===== src/sv/bpa_pkg.sv =====
`timescale 1ns / 1ps

package bpa_pkg;

  // default sizes
  localparam int NUM_PAGES_DEF  = 4096;
  localparam int NUM_ORDERS_DEF = 11;

  // fixed field widths
  localparam int CMD_W     = 2;
  localparam int CNT_W     = 13;
  localparam int IDX_W     = 12;
  localparam int STAT_W    = 2;
  localparam int ORD_W     = 4;
  localparam int REG_W     = 13;
  localparam int CFG_IDX_W = 1;
  localparam int WANT_W    = 4;

  // command codes
  localparam logic [CMD_W-1:0] CMD_INIT  = 2'd0;
  localparam logic [CMD_W-1:0] CMD_ALLOC = 2'd1;
  localparam logic [CMD_W-1:0] CMD_FREE  = 2'd2;
  localparam logic [CMD_W-1:0] CMD_NOP   = 2'd3;

  // status codes
  localparam logic [STAT_W-1:0] ST_OK        = 2'd0;
  localparam logic [STAT_W-1:0] ST_NO_BLOCK  = 2'd1;
  localparam logic [STAT_W-1:0] ST_NOT_ALLOC = 2'd2;

  // register indexes
  localparam logic [CFG_IDX_W-1:0] REG_REGION_BEGIN = 1'b0;
  localparam logic [CFG_IDX_W-1:0] REG_REGION_END   = 1'b1;

  localparam logic [REG_W-1:0] REGION_END_RST = 13'd4096;

  // datapath micro-operations
  typedef enum logic [4:0] {
    OP_IDLE,
    OP_LOAD,
    OP_CLR,
    OP_I_BOUNDS,
    OP_I_TOP,
    OP_I_DEC,
    OP_I_GO,
    OP_R_READ,
    OP_R_UNLINK,
    OP_PUSH1,
    OP_PUSH2,
    OP_A_SEARCH,
    OP_A_READ,
    OP_A_UNLINK,
    OP_SPLIT,
    OP_F_READ,
    OP_F_BAD,
    OP_F_CLEAR,
    OP_EMIT
  } dp_op_e;

  // datapath conditions seen by the controller
  typedef struct packed {
    logic clr_last;
    logic init_more;
    logic init_fit;
    logic can_try;
    logic buddy_match;
    logic alloc_fail;
    logic k_gt_want;
    logic idx_bad;
    logic page_used;
    logic out_busy;
  } dp_stat_t;

endpackage


===== src/sv/bpa_ctrl.sv =====
`timescale 1ns / 1ps

module bpa_ctrl import bpa_pkg::*; (
  input  logic             clk_i,
  input  logic             rst_ni,
  input  logic             in_valid_i,
  input  logic [CMD_W-1:0] command_i,
  output logic             in_stall_o,
  input  dp_stat_t         stat_i,
  output dp_op_e           op_o
);

  typedef enum logic [4:0] {
    S_RST_CLR,
    S_IDLE,
    S_CLR,
    S_I_BOUNDS,
    S_I_TOP,
    S_I_FIT,
    S_R_TRY,
    S_R_CHECK,
    S_P_WRITE,
    S_P_LINK,
    S_A_SEARCH,
    S_A_READ,
    S_A_UNLINK,
    S_A_SPLIT,
    S_F_READ,
    S_F_CHECK,
    S_DONE
  } state_e;

  typedef enum logic [1:0] {
    CTX_INIT,
    CTX_ALLOC,
    CTX_FREE
  } ctx_e;

  state_e state_q, state_d;
  ctx_e   ctx_q, ctx_d;

  // next state and micro-operation
  always_comb begin
    state_d = state_q;
    ctx_d   = ctx_q;
    op_o    = OP_IDLE;
    case (state_q)
      S_RST_CLR: begin
        op_o = OP_CLR;
        if (stat_i.clr_last) begin
          state_d = S_IDLE;
        end
      end
      S_IDLE: begin
        if (in_valid_i) begin
          op_o = OP_LOAD;
          case (command_i)
            CMD_INIT: begin
              state_d = S_CLR;
              ctx_d   = CTX_INIT;
            end
            CMD_ALLOC: begin
              state_d = S_A_SEARCH;
              ctx_d   = CTX_ALLOC;
            end
            CMD_FREE: begin
              state_d = S_F_READ;
              ctx_d   = CTX_FREE;
            end
            default: state_d = S_DONE;
          endcase
        end
      end
      S_CLR: begin
        op_o = OP_CLR;
        if (stat_i.clr_last) begin
          state_d = S_I_BOUNDS;
        end
      end
      S_I_BOUNDS: begin
        op_o    = OP_I_BOUNDS;
        state_d = S_I_TOP;
      end
      S_I_TOP: begin
        if (stat_i.init_more) begin
          op_o    = OP_I_TOP;
          state_d = S_I_FIT;
        end else begin
          state_d = S_DONE;
        end
      end
      S_I_FIT: begin
        if (stat_i.init_fit) begin
          op_o    = OP_I_GO;
          state_d = S_R_TRY;
        end else begin
          op_o = OP_I_DEC;
        end
      end
      // merge with the buddy while it is a free head of the same order
      S_R_TRY: begin
        if (stat_i.can_try) begin
          op_o    = OP_R_READ;
          state_d = S_R_CHECK;
        end else begin
          state_d = S_P_WRITE;
        end
      end
      S_R_CHECK: begin
        if (stat_i.buddy_match) begin
          op_o    = OP_R_UNLINK;
          state_d = S_R_TRY;
        end else begin
          state_d = S_P_WRITE;
        end
      end
      S_P_WRITE: begin
        op_o    = OP_PUSH1;
        state_d = S_P_LINK;
      end
      S_P_LINK: begin
        op_o = OP_PUSH2;
        case (ctx_q)
          CTX_INIT:  state_d = S_I_TOP;
          CTX_ALLOC: state_d = S_A_SPLIT;
          default:   state_d = S_DONE;
        endcase
      end
      S_A_SEARCH: begin
        op_o    = OP_A_SEARCH;
        state_d = stat_i.alloc_fail ? S_DONE : S_A_READ;
      end
      S_A_READ: begin
        op_o    = OP_A_READ;
        state_d = S_A_UNLINK;
      end
      S_A_UNLINK: begin
        op_o    = OP_A_UNLINK;
        state_d = S_A_SPLIT;
      end
      S_A_SPLIT: begin
        if (stat_i.k_gt_want) begin
          op_o    = OP_SPLIT;
          state_d = S_P_WRITE;
        end else begin
          state_d = S_DONE;
        end
      end
      S_F_READ: begin
        op_o    = OP_F_READ;
        state_d = stat_i.idx_bad ? S_DONE : S_F_CHECK;
      end
      S_F_CHECK: begin
        if (stat_i.page_used) begin
          op_o    = OP_F_CLEAR;
          state_d = S_R_TRY;
        end else begin
          op_o    = OP_F_BAD;
          state_d = S_DONE;
        end
      end
      S_DONE: begin
        if (!stat_i.out_busy) begin
          op_o    = OP_EMIT;
          state_d = S_IDLE;
        end
      end
      default: state_d = S_IDLE;
    endcase
  end

  // state register
  always_ff @(posedge clk_i or negedge rst_ni) begin
    if (!rst_ni) begin
      state_q <= S_RST_CLR;
      ctx_q   <= CTX_INIT;
    end else begin
      state_q <= state_d;
      ctx_q   <= ctx_d;
    end
  end

  assign in_stall_o = state_q != S_IDLE;

endmodule


===== config.mk =====
export PLATFORM = sky130hd
export DESIGN_NAME = bpa_ctrl
export DESIGN_NICKNAME = d
export VERILOG_FILES = /design/src/sv/bpa_pkg.sv /design/src/sv/bpa_ctrl.sv
export SDC_FILE = /design/constraint.sdc
export NUM_CORES = 1
export LEC_CHECK = 0
export BUFFER_PORTS_ARGS = -buffer_cell sky130_fd_sc_hd__buf_2
export CAP_MARGIN = 20
export CORE_MARGIN = 2
export CORE_UTILIZATION = 59
export CTS_BUF_LIST = sky130_fd_sc_hd__clkbuf_4
export CTS_CLUSTER_SIZE = 20
export DETAILED_ROUTE_END_ITERATION = 7
export PLACE_DENSITY_LB_ADDON = 0.1
export SYNTH_ARGS = -nofsm -noshare
export SYNTH_HDL_FRONTEND = slang
export SYNTH_SLANG_ARGS = --single-unit

===== constraint.sdc =====
create_clock -name clk_i -period 5.2 [get_ports clk_i]
set_input_delay 1.56 -clock clk_i [delete_from_list [all_inputs] [get_ports clk_i]]
set_output_delay 1.56 -clock clk_i [all_outputs]
set_load 0.02 [all_outputs]

-- Yosys cells after proc, flatten, opt, wreduce, memory -nomap -nowiden
Cells that the tools add are included.
- eq/ne operators: 25
- mux-type cells: 25
- reductions and logical operators: 7
- operators by type and width (operator ; count):
    $pmux W5 S17 ; 1
    $pmux W5 S16 ; 1
    $mux W5 ; 11
    $eq A5 B4 Y1 const B ; 8
    $eq A5 B3 Y1 const B ; 4
    $mux W4 ; 4
    $pmux W5 S3 ; 1
    $eq A5 B2 Y1 const B ; 2
    $ne A2 B2 Y1 const B ; 5
    $pmux W5 S2 ; 1
    $mux W3 ; 2
    $pmux W2 S3 ; 1
    $eq A5 B1 Y1 const B ; 1
    $eq A5 B5 Y1 const B ; 1
    $logic_not A5 Y1 ; 1
    $ne A5 B1 Y1 const B ; 1
    $reduce_and A5 Y1 ; 1
    $eq A2 B1 Y1 const B ; 2
    $logic_not A2 Y1 ; 2
    $reduce_and A3 Y1 ; 1
    $reduce_bool A3 Y1 ; 1
    $eq A2 B2 Y1 const B ; 1
    $mux W1 ; 2
    $mux W2 ; 1
    $reduce_or A2 Y1 ; 1
- bits in registers: 7
- input port bits: 15
- output and inout bits: 6
- logic and storage cells: 59

-- Logic depth before layout (Yosys ltp)
Gate-level depths: netlist of the first run.
- word-level depth: 4
- depth in mapped cells: 7
- depth with buffers taken out: 6

-- Least setup slack after synthesis of the first run
No wires, ideal clock.
- path kind: input port to output port
- start point: input stat_i[0] (netlist bit)
- end point: output op_o[1]
- arrival: 2443 ps
- required time: 3640 ps
- setup slack: 1197 ps
- stages on the path: 4
- buffers on the path: 0
- cell sequence: or3_1 -> o21ai_0 -> a21oi_1 -> o211ai_1
- cells in the longest elaborated chain, start to end: 2
- ends and longest elaborated chain (element ; RTL line ; RTL):
    start: declaration ; bpa_ctrl.sv:9 ; input dp_stat_t stat_i,
    $mux W5 ; bpa_ctrl.sv:163 ; if (!stat_i.out_busy) begin
    $pmux W5 S16 ; bpa_ctrl.sv:47 ; case (state_q)
    end: declaration ; bpa_ctrl.sv:10 ; output dp_op_e op_o
Every way passes these cells.

-- Worst setup path after layout of the first run
Same ends and word-level chain as after synthesis.

==> impl_metrics.tcl, run 1 <==
set metrics [dict create \
    grt_pass1_vias 902 \
    cts_resized 0 \
    fp.coreArea_sq_um 1470 \
    setup_ws_ps 1100 \
    final.period_utilization 0.788 \
    rsz0062_at_grt "false" \
    yosys_warnings 0 \
    pwr-share-seq 0.300 \
    routedWlPerCell_microns 15.6 \
    rows 14 \
    drtIter0Drc 45 \
    drive_gt1_frac 0.213 \
    p_leak_nw 0.425 \
    routed_wl_microns 2380 \
    overflow 0 \
    vias 976 \
    cts_tree "built" \
    postPlaceCellArea_sq_um 967 \
    p_total_uw 492 \
    clock_path_buffers 2 \
    insertion_delay_ps 250 \
    irDropWorstVdd_v 0.000296 \
    hold_class "reg2reg" \
    combPwrFrac 0.586 \
    ys_ff_latch 7 \
    postRouteAntennaNets 0 \
    cellPowerDensity_nw_per_um2 493 \
    crit_arrival_ps 2540 \
    gp_congestion 0.945 \
    synthTopCellsByArea "dfrtp_1 19%, ha_1 5.5%, nand2_1 5.4%" \
    fmax_mhz 244 \
    outcome "finished clean" \
    critPathKind "in2out" \
    synthArstFlopShare 1.00 \
    port_buffers 20 \
    synth.most_common_cell "nand2_1" \
    post-route-drc-count 0 \
    io_pins 21 \
    first_pass_iters 4 \
    cts_root_buf "clkbuf_4" \
    p_sw_uw 258 \
    cts_setup_buffers 0 \
    tightest_slew_ps 821 \
    period_needed_ps 4100 \
    ys_top_cells_by_count "13 x nand2_1, 8 x nor2_1" \
    hold_slack_ps 494 \
    die_area_sq_um 1860 \
    synth_top_area_cell "dfrtp_1" \
    synth_edf_count 0 \
    synth_fp_nets 142 \
    worstPathCellList "buf_2 > or3_1 > o21ai_0 > a21oi_1 > o211ai_1 > buf_2" \
    synth.distinct_cells 44 \
    cpMaxStageDelayCell "or3_1" \
    htreeDepth 1 \
    finalSetupViolCount 0 \
    clkTransAtPathRegs_ps 50 \
    die_x_microns 43.2 \
    syn_area_sq_um 905 \
    critical_path.max_fanout 3 \
    holdPathStages 1 \
    fin_cells 152 \
    grt.total_usage 0.288 \
    finalHoldViolations 0 \
    grt_max_degree 29 \
    synth_top_area_share 0.194 \
    cts_made_buffers 3 \
    netlist_instances 123 \
    slew_headroom 0.453 \
    final_nets 156 \
    fin_tns_setup_ps 0 \
    pwr-share-clk 0.114 \
    reg2reg_depth 4 \
    place_hpwl_microns 1770 \
    crit_required_ps 3640 \
    synth_ff_type "dfrtp_1" \
    p_int_uw 233 \
    cp-end-kind "output pin" \
    cts_hold_buffers 0 \
    crit_path_max_incr_delay_ps 360 \
    drv_cap 0 \
    start_util 0.615 \
    fill_cells 146 \
    grt_pass1_wl_microns 4020 \
    crit_path_frequent_cell "buf_2" \
    dpl_worst_slack_ps 1100 \
    drv_slew 0 \
    multi_input_area_sq_um 646 \
    synth_area_per_cell_sq_um 7.35 \
    avgViaCountPerCell 6.42 \
    design_area_sq_um 997 \
    seq_area_sq_um 175 \
    utilization 0.678 \
    fin_skew_ps 1.66 \
    die_y_microns 43.2 \
    antenna_found_initial 0 \
    ys_seq_area_frac 0.194 \
    area_delta_synth_final_pct 10.2 \
    switching_share 0.525 \
    start_kind "primary input" \
    diodes 0 \
    cts.sinks 7 \
    place_inst 148 \
]
## worst max-delay path: cells and delay by family
kind                   cells  cell delay, ps
AND/OR/NAND/NOR            1             360
AO/OA/AOI/OAI              3             330
buffers and inverters      2             300
## cells in the final DEF, fill, tap and decap left out, types with 2 or more instances in the layout
master / synthesis / final
a21oi_1: 7 / 7
buf_2: 7 / 20
clkbuf_4: 0 / 4
dfrtp_1: 7 / 7
ha_1: 4 / 4
inv_1: 6 / 6
mux2_1: 2 / 2
mux2i_1: 3 / 3
nand2_1: 13 / 13
nand2b_1: 4 / 4
nand3_1: 5 / 5
nand3b_1: 3 / 3
nand4_1: 2 / 2
nor2_1: 8 / 8
nor2b_1: 5 / 5
nor3_1: 2 / 2
nor4_1: 2 / 2
nor4b_1: 4 / 4
o2111ai_1: 2 / 2
o211ai_1: 2 / 2
o21ai_0: 7 / 7
o21ai_1: 3 / 3
or3_1: 2 / 2
## cell type report
cell class,count,share of cell area
multi-input cells,98,0.647
flip-flops and latches,7,0.176
repair buffers,20,0.100
clock buffers,4,0.0301
inverters,7,0.0263
well taps,16,0.0201
## final timing paths
kind	start	endpoint	slack [ps]
setup / recovery	stat_i[0]	op_o[1]	1100
hold / removal	ctx_q[0]	ctx_q[0]	490
setup reg to reg	state_q[1]	state_q[0]	3180
hold reg to reg	ctx_q[0]	ctx_q[0]	490
max in group asynchronous	rst_ni	ctx_q[0]	3920
min in group asynchronous	rst_ni	state_q[3]	1130
## power groups by stage
stage | registers [mW] | logic, mW | clock network (mW)
global placement | 0.143 | 0.282 | 0
detailed placement | 0.146 | 0.286 | 0
floorplan | 0.0829 | 0.281 | 0
finish | 0.148 | 0.288 | 0.0561
CTS | 0.144 | 0.288 | 0.0573
global route | 0.154 | 0.320 | 0.0620
## registers in the layout, indices dropped and copies added, names as in the netlist
signal / flops
state_q: 5
ctx_q: 2
## per-layer routing
layer  track usage  up-vias  wire length (microns)
met2         0.460       48                   1130
li1              -      475                      -
met5             0        -                      0
met1         0.372      450                   1020
met3         0.106        3                    211
met4        0.0545        0                     22
## cells by family (layout without fill, tap and decap cells)
kind of cell / count (synthesis) / count (layout) / share of synthesized area
mux: 5 / 5 / 0.0581
xor+xnor: 1 / 1 / 0.00968
fa+ha+maj: 4 / 4 / 0.0553
simple gates: 57 / 57 / 0.365
buf+inv: 18 / 31 / 0.0927
flops: 7 / 7 / 0.194
compound gates: 31 / 31 / 0.225
Power figures use the tool's default switching activity.
==> run 2, diff against run 1 <==
- CORE_UTILIZATION: 59 -> 50
- clock period: 5.2 -> 3.3 ns (I/O delays scaled with it)
==> run 2 against run 1 <==
- wire length grew 0.34%
- design area increased by 3.4%
- final cell count increased by 7.9%
- critical path type is now reg2out
- largest power group unchanged
- highest routed layer unchanged
==> impl_metrics.tcl, run 2 (synthesized netlist as in run 1, its figures left out) <==
set metrics [dict create \
    routed_wl_microns 2390 \
    critPathKind "reg2out" \
    rsz0062_at_grt "false" \
    gp_congestion 0.940 \
    reg_top3 "state_q (5), ctx_q (2)" \
    cts_resized 0 \
    worstPathCellList "buf_4 > and2b_1 > nand3_1 > a21oi_1 > a311o_1 > buf_2" \
    die_y_microns 46.5 \
    cts_tree "built" \
    reg2reg_depth 5 \
    cpMaxStageDelayCell "dfrtp_1" \
    startpoint "state_q[0]" \
    fin_skew_ps 1.27 \
    period_needed_ps 2980 \
    largest_reg_flops 5 \
    critical_path.max_fanout 15 \
    irDropWorstVdd_v 0.000439 \
    cts_setup_buffers 0 \
    fmax_mhz 335 \
    overflow 0 \
    crit_path_max_incr_delay_ps 660 \
    place_inst 160 \
    final_nets 159 \
    cts_made_buffers 3 \
    avgViaCountPerCell 6.10 \
    finalHoldViolations 0 \
    outcome "finished clean" \
    setup.worst_path.end "op_o[2]" \
    drv_slew 0 \
    p_leak_nw 0.440 \
    rows 15 \
    final.period_utilization 0.903 \
    cts.sinks 7 \
    clock_path_buffers 2 \
    grt.total_usage 0.263 \
    tightest_slew_ps 555 \
    crit_required_ps 2310 \
    p_total_uw 789 \
    port_buffers 20 \
    holdPathStages 1 \
    crit_arrival_ps 1990 \
    start_kind "flop" \
    grt_pass1_wl_microns 4000 \
    insertion_delay_ps 250 \
    drive_gt1_frac 0.230 \
    layout.cells.most_common "buf_2" \
    cellPowerDensity_nw_per_um2 765 \
    finalSetupViolCount 0 \
    clkTransAtPathRegs_ps 50 \
    slew_headroom 0.621 \
    hold_slack_ps 498 \
    die_area_sq_um 2170 \
    place_hpwl_microns 1830 \
    cts_root_buf "clkbuf_4" \
    start_util 0.530 \
    die_x_microns 46.5 \
    area_delta_synth_final_pct 14.0 \
    drv_cap 0 \
    grt_pass1_vias 883 \
    diodes 0 \
    post-route-drc-count 0 \
    postRouteAntennaNets 0 \
    reg2reg_slack_ps 1330 \
    first_pass_iters 5 \
    routedWlPerCell_microns 14.5 \
    cp-end-kind "output pin" \
    cts_hold_buffers 0 \
    vias 1000 \
    antenna_found_initial 0 \
    hold_class "reg2reg" \
    top_register "state_q" \
    drtIter0Drc 28 \
    htreeDepth 1 \
    r2r-start "state_q[3]" \
    fp.coreArea_sq_um 1710 \
    grt_max_degree 18 \
    fin_cells 164 \
    rr_endpoint "state_q[1]" \
    io_pins 21 \
    final_cell_mix "20 x buf_2, 13 x nand2_1, 8 x nor2_1" \
    fin_tns_setup_ps 0 \
]
[run 2: area by class of cell]
type,instances,area (sq um)
Clock buffer,4,30.0
Fill cell,169,677
Inverter,7,26.3
Multi-Input combinational cell,98,646
Sequential cell,7,175
Tap cell,25,31.3
Timing Repair Buffer,23,123
[run 2: metrics by stage]
stage          area [sq um]  worst slack [ps]  utilization
2_1_floorplan           905               437            -
3_3_place_gp           1000               361        0.586
3_5_place_dp           1000               328        0.586
4_1_cts                1030               327        0.604
5_1_grt                1030               204        0.604
6_report               1030               319        0.604
[run 2: per-layer routing]
metal / vias up / wire length (microns) / part of all wire / GRT usage
met3: 2 / 151 / 0.063 / 0.0471
li1: 481 / - / - / -
met5: - / 0 / 0 / 0
met1: 475 / 1090 / 0.46 / 0.363
met2: 42 / 1130 / 0.47 / 0.419
met4: 0 / 13 / 0.0054 / 0.0686
[run 2: where the power goes]
part / switching, mW / internal [mW] / total [mW]
sequential: 0.0928 / 0.116 / 0.209
clock: 0.0309 / 0.0543 / 0.0853
combinational: 0.283 / 0.212 / 0.495
total: 0.406 / 0.383 / 0.789
[run 2: worst min path at each step]
stage	start	endpoint	slack, ps
after global routing	ctx_q[0]	ctx_q[0]	530
after CTS	ctx_q[0]	ctx_q[0]	500
after detailed placement	ctx_q[0]	ctx_q[0]	480
final	ctx_q[0]	ctx_q[0]	500
after global placement	ctx_q[0]	ctx_q[0]	480
after floorplan	ctx_q[0]	ctx_q[0]	460
[run 2: worst max-delay path: cells and delay by family, from the launching register on]
kind,cells,cell delay [ps]
AOI/OAI and AO/OA,2,380
buffers and inverters,2,400
DFF,1,660
and+or+nand+nor,2,300
==> run 3, diff against run 2 <==
- ABC_AREA: unset -> 1
==> run 3 against run 2 <==
- sequential cell count unchanged
- largest cell class unchanged
- sequential power down 8%
- largest power group unchanged
- register-to-register slack better by 340 ps
- non-clock buffer count down 3
- utilization down 0.070 points
- critical path type unchanged
- highest routed layer unchanged
- final cell count up 14%
- setup slack better by 110 ps
==> impl_metrics.tcl, run 3 <==
set metrics [dict create \
    outcome "finished clean" \
    diodes 0 \
    synth_ff_type "dfrtp_1" \
    area_delta_synth_final_pct 15.3 \
    drv_cap 0 \
    synth.distinct_cells 22 \
    clock_path_buffers 2 \
    finalSetupViolCount 0 \
    synth_top_area_share 0.198 \
    synth_fp_nets 167 \
    final_cell_mix "33 x nand2_1, 23 x nor2_1, 22 x nand3_1" \
    place_hpwl_microns 1970 \
    drv_slew 0 \
    grt_pass1_wl_microns 4060 \
    ys_seq_area_frac 0.198 \
    antenna_found_initial 0 \
    synth_area_per_cell_sq_um 5.97 \
    die_x_microns 46.0 \
    cellPowerDensity_nw_per_um2 853 \
    drive_gt1_frac 0.212 \
    cts_root_buf "clkbuf_4" \
    synth_edf_count 0 \
    reg_top3 "state_q (5), ctx_q (2)" \
    fin_tns_setup_ps 0 \
    combPwrFrac 0.675 \
    port_buffers 20 \
    gp_congestion 0.949 \
    overflow 0 \
    rsz0062_at_grt "false" \
    start_util 0.523 \
    vias 1103 \
    layout.cells.most_common "nand2_1" \
    period_needed_ps 2870 \
    crit_required_ps 2310 \
    grt_max_degree 11 \
    die_area_sq_um 2120 \
    synth.most_common_cell "nand2_1" \
    avgViaCountPerCell 5.90 \
    holdPathStages 2 \
    hold_class "reg2reg" \
    slew_headroom 0.727 \
    pwr-share-clk 0.104 \
    ys_top_cells_by_count "33 x nand2_1, 23 x nor2_1, 22 x nand3_1, 17 x inv_1, 8 x nand4_1" \
    p_sw_uw 505 \
    finalHoldViolations 0 \
    final_nets 190 \
    first_pass_iters 4 \
    netlist_instances 148 \
    cp-end-kind "output pin" \
    cts_setup_buffers 0 \
    tightest_slew_ps 409 \
    pwr-share-seq 0.221 \
    fill_cells 167 \
    cts_hold_buffers 0 \
    fin_skew_ps 8.36 \
    synthArstFlopShare 1.00 \
    insertion_delay_ps 260 \
    crit_arrival_ps 1880 \
    yosys_warnings 0 \
    post-route-drc-count 0 \
    p_int_uw 363 \
    drtIter0Drc 70 \
    ys_ff_latch 7 \
    cts_tree "built" \
    clkTransAtPathRegs_ps 60 \
    start_kind "flop" \
    synth_top_area_cell "dfrtp_1" \
    syn_area_sq_um 883 \
    fp.coreArea_sq_um 1690 \
    irDropWorstVdd_v 0.000391 \
    cts_resized 0 \
    switching_share 0.582 \
    grt.total_usage 0.262 \
    final.period_utilization 0.870 \
    routed_wl_microns 2420 \
    utilization 0.603 \
    cts.sinks 7 \
    postRouteAntennaNets 0 \
    fmax_mhz 348 \
    largest_reg_flops 5 \
    grt_pass1_vias 996 \
    die_y_microns 46.0 \
    htreeDepth 1 \
    reg2reg_depth 9 \
    routedWlPerCell_microns 12.9 \
    critPathKind "reg2out" \
    rows 15 \
    io_pins 21 \
    synthTopCellsByArea "dfrtp_1 20%, nand2_1 14%, nand3_1 12%" \
    p_leak_nw 0.592 \
    top_register "state_q" \
    cts_made_buffers 3 \
    critical_path.max_fanout 10 \
]
run 3: cell count changes after synthesis, moves of 6 or more:
cell / previous run / this run
nand3_1: 5 / 22
nand2_1: 13 / 33
nand4_1: 2 / 8
nor2_1: 8 / 23
inv_1: 6 / 17
buf_2: 7 / 1
a21oi_1: 7 / 1
run 3: cell type report:
type                            count  area (sq um)  area share
Clock buffer                        4          30.0      0.0295
Timing Repair Buffer               20           100      0.0983
Multi-Input combinational cell    120           621       0.609
Tap cell                           17          21.3      0.0209
Inverter                           19          71.3      0.0700
Sequential cell                     7           175       0.172
run 3: final timing paths:
kind / startpoint / to / slack (ps)
setup / recovery: state_q[4] / op_o[0] / 430
hold / removal: ctx_q[0] / ctx_q[0] / 510
setup reg to reg: state_q[4] / state_q[2] / 1670
hold reg to reg: ctx_q[0] / ctx_q[0] / 510
max in group asynchronous: rst_ni / state_q[2] / 2590
min in group asynchronous: rst_ni / state_q[4] / 550
run 3: through the flow:
stage	cell area, sq um	total power, mW	worst slack [ps]	hold WS, ps	instances
detailed placement	988	0.765	616	497	183
floorplan	883	0.624	776	453	148
finish	1020	0.868	428	510	187
global route	1020	0.946	291	561	187
global placement	988	0.766	631	483	183
CTS	1020	0.859	451	508	187
run 3: cells by family after synthesis:
family                     count (synthesis)  share of synthesized area
buffers and inverters                     21                     0.0991
adders and majority gates                  4                     0.0567
and+or+nand+nor                          104                      0.567
DFF                                        7                      0.198
AOI/OAI and AO/OA                         12                     0.0793
run 3: per-layer routing:
layer	up-vias	global-route usage	part of all wire
li1	535	-	-
met1	485	0.355	0.41
met2	69	0.419	0.45
met3	14	0.0476	0.11
met4	0	0.0800	0.031
met5	-	0	0
run 3: power groups by stage:
stage	logic (mW)	clock network [mW]	registers [mW]
floorplan	0.474	0	0.150
global route	0.655	0.0949	0.196
detailed placement	0.574	0	0.191
global placement	0.575	0	0.191
CTS	0.577	0.0924	0.190
finish	0.586	0.0906	0.192
run 3: critical path, cell delays in order, from the launching register on:
cell     delay, ps
dfrtp_1        500
inv_2          210
nand2_1         90
nor2_2         230
nand3_2        170
nand4_1        120
nor2_1          40
o21ai_0         80
buf_2          180
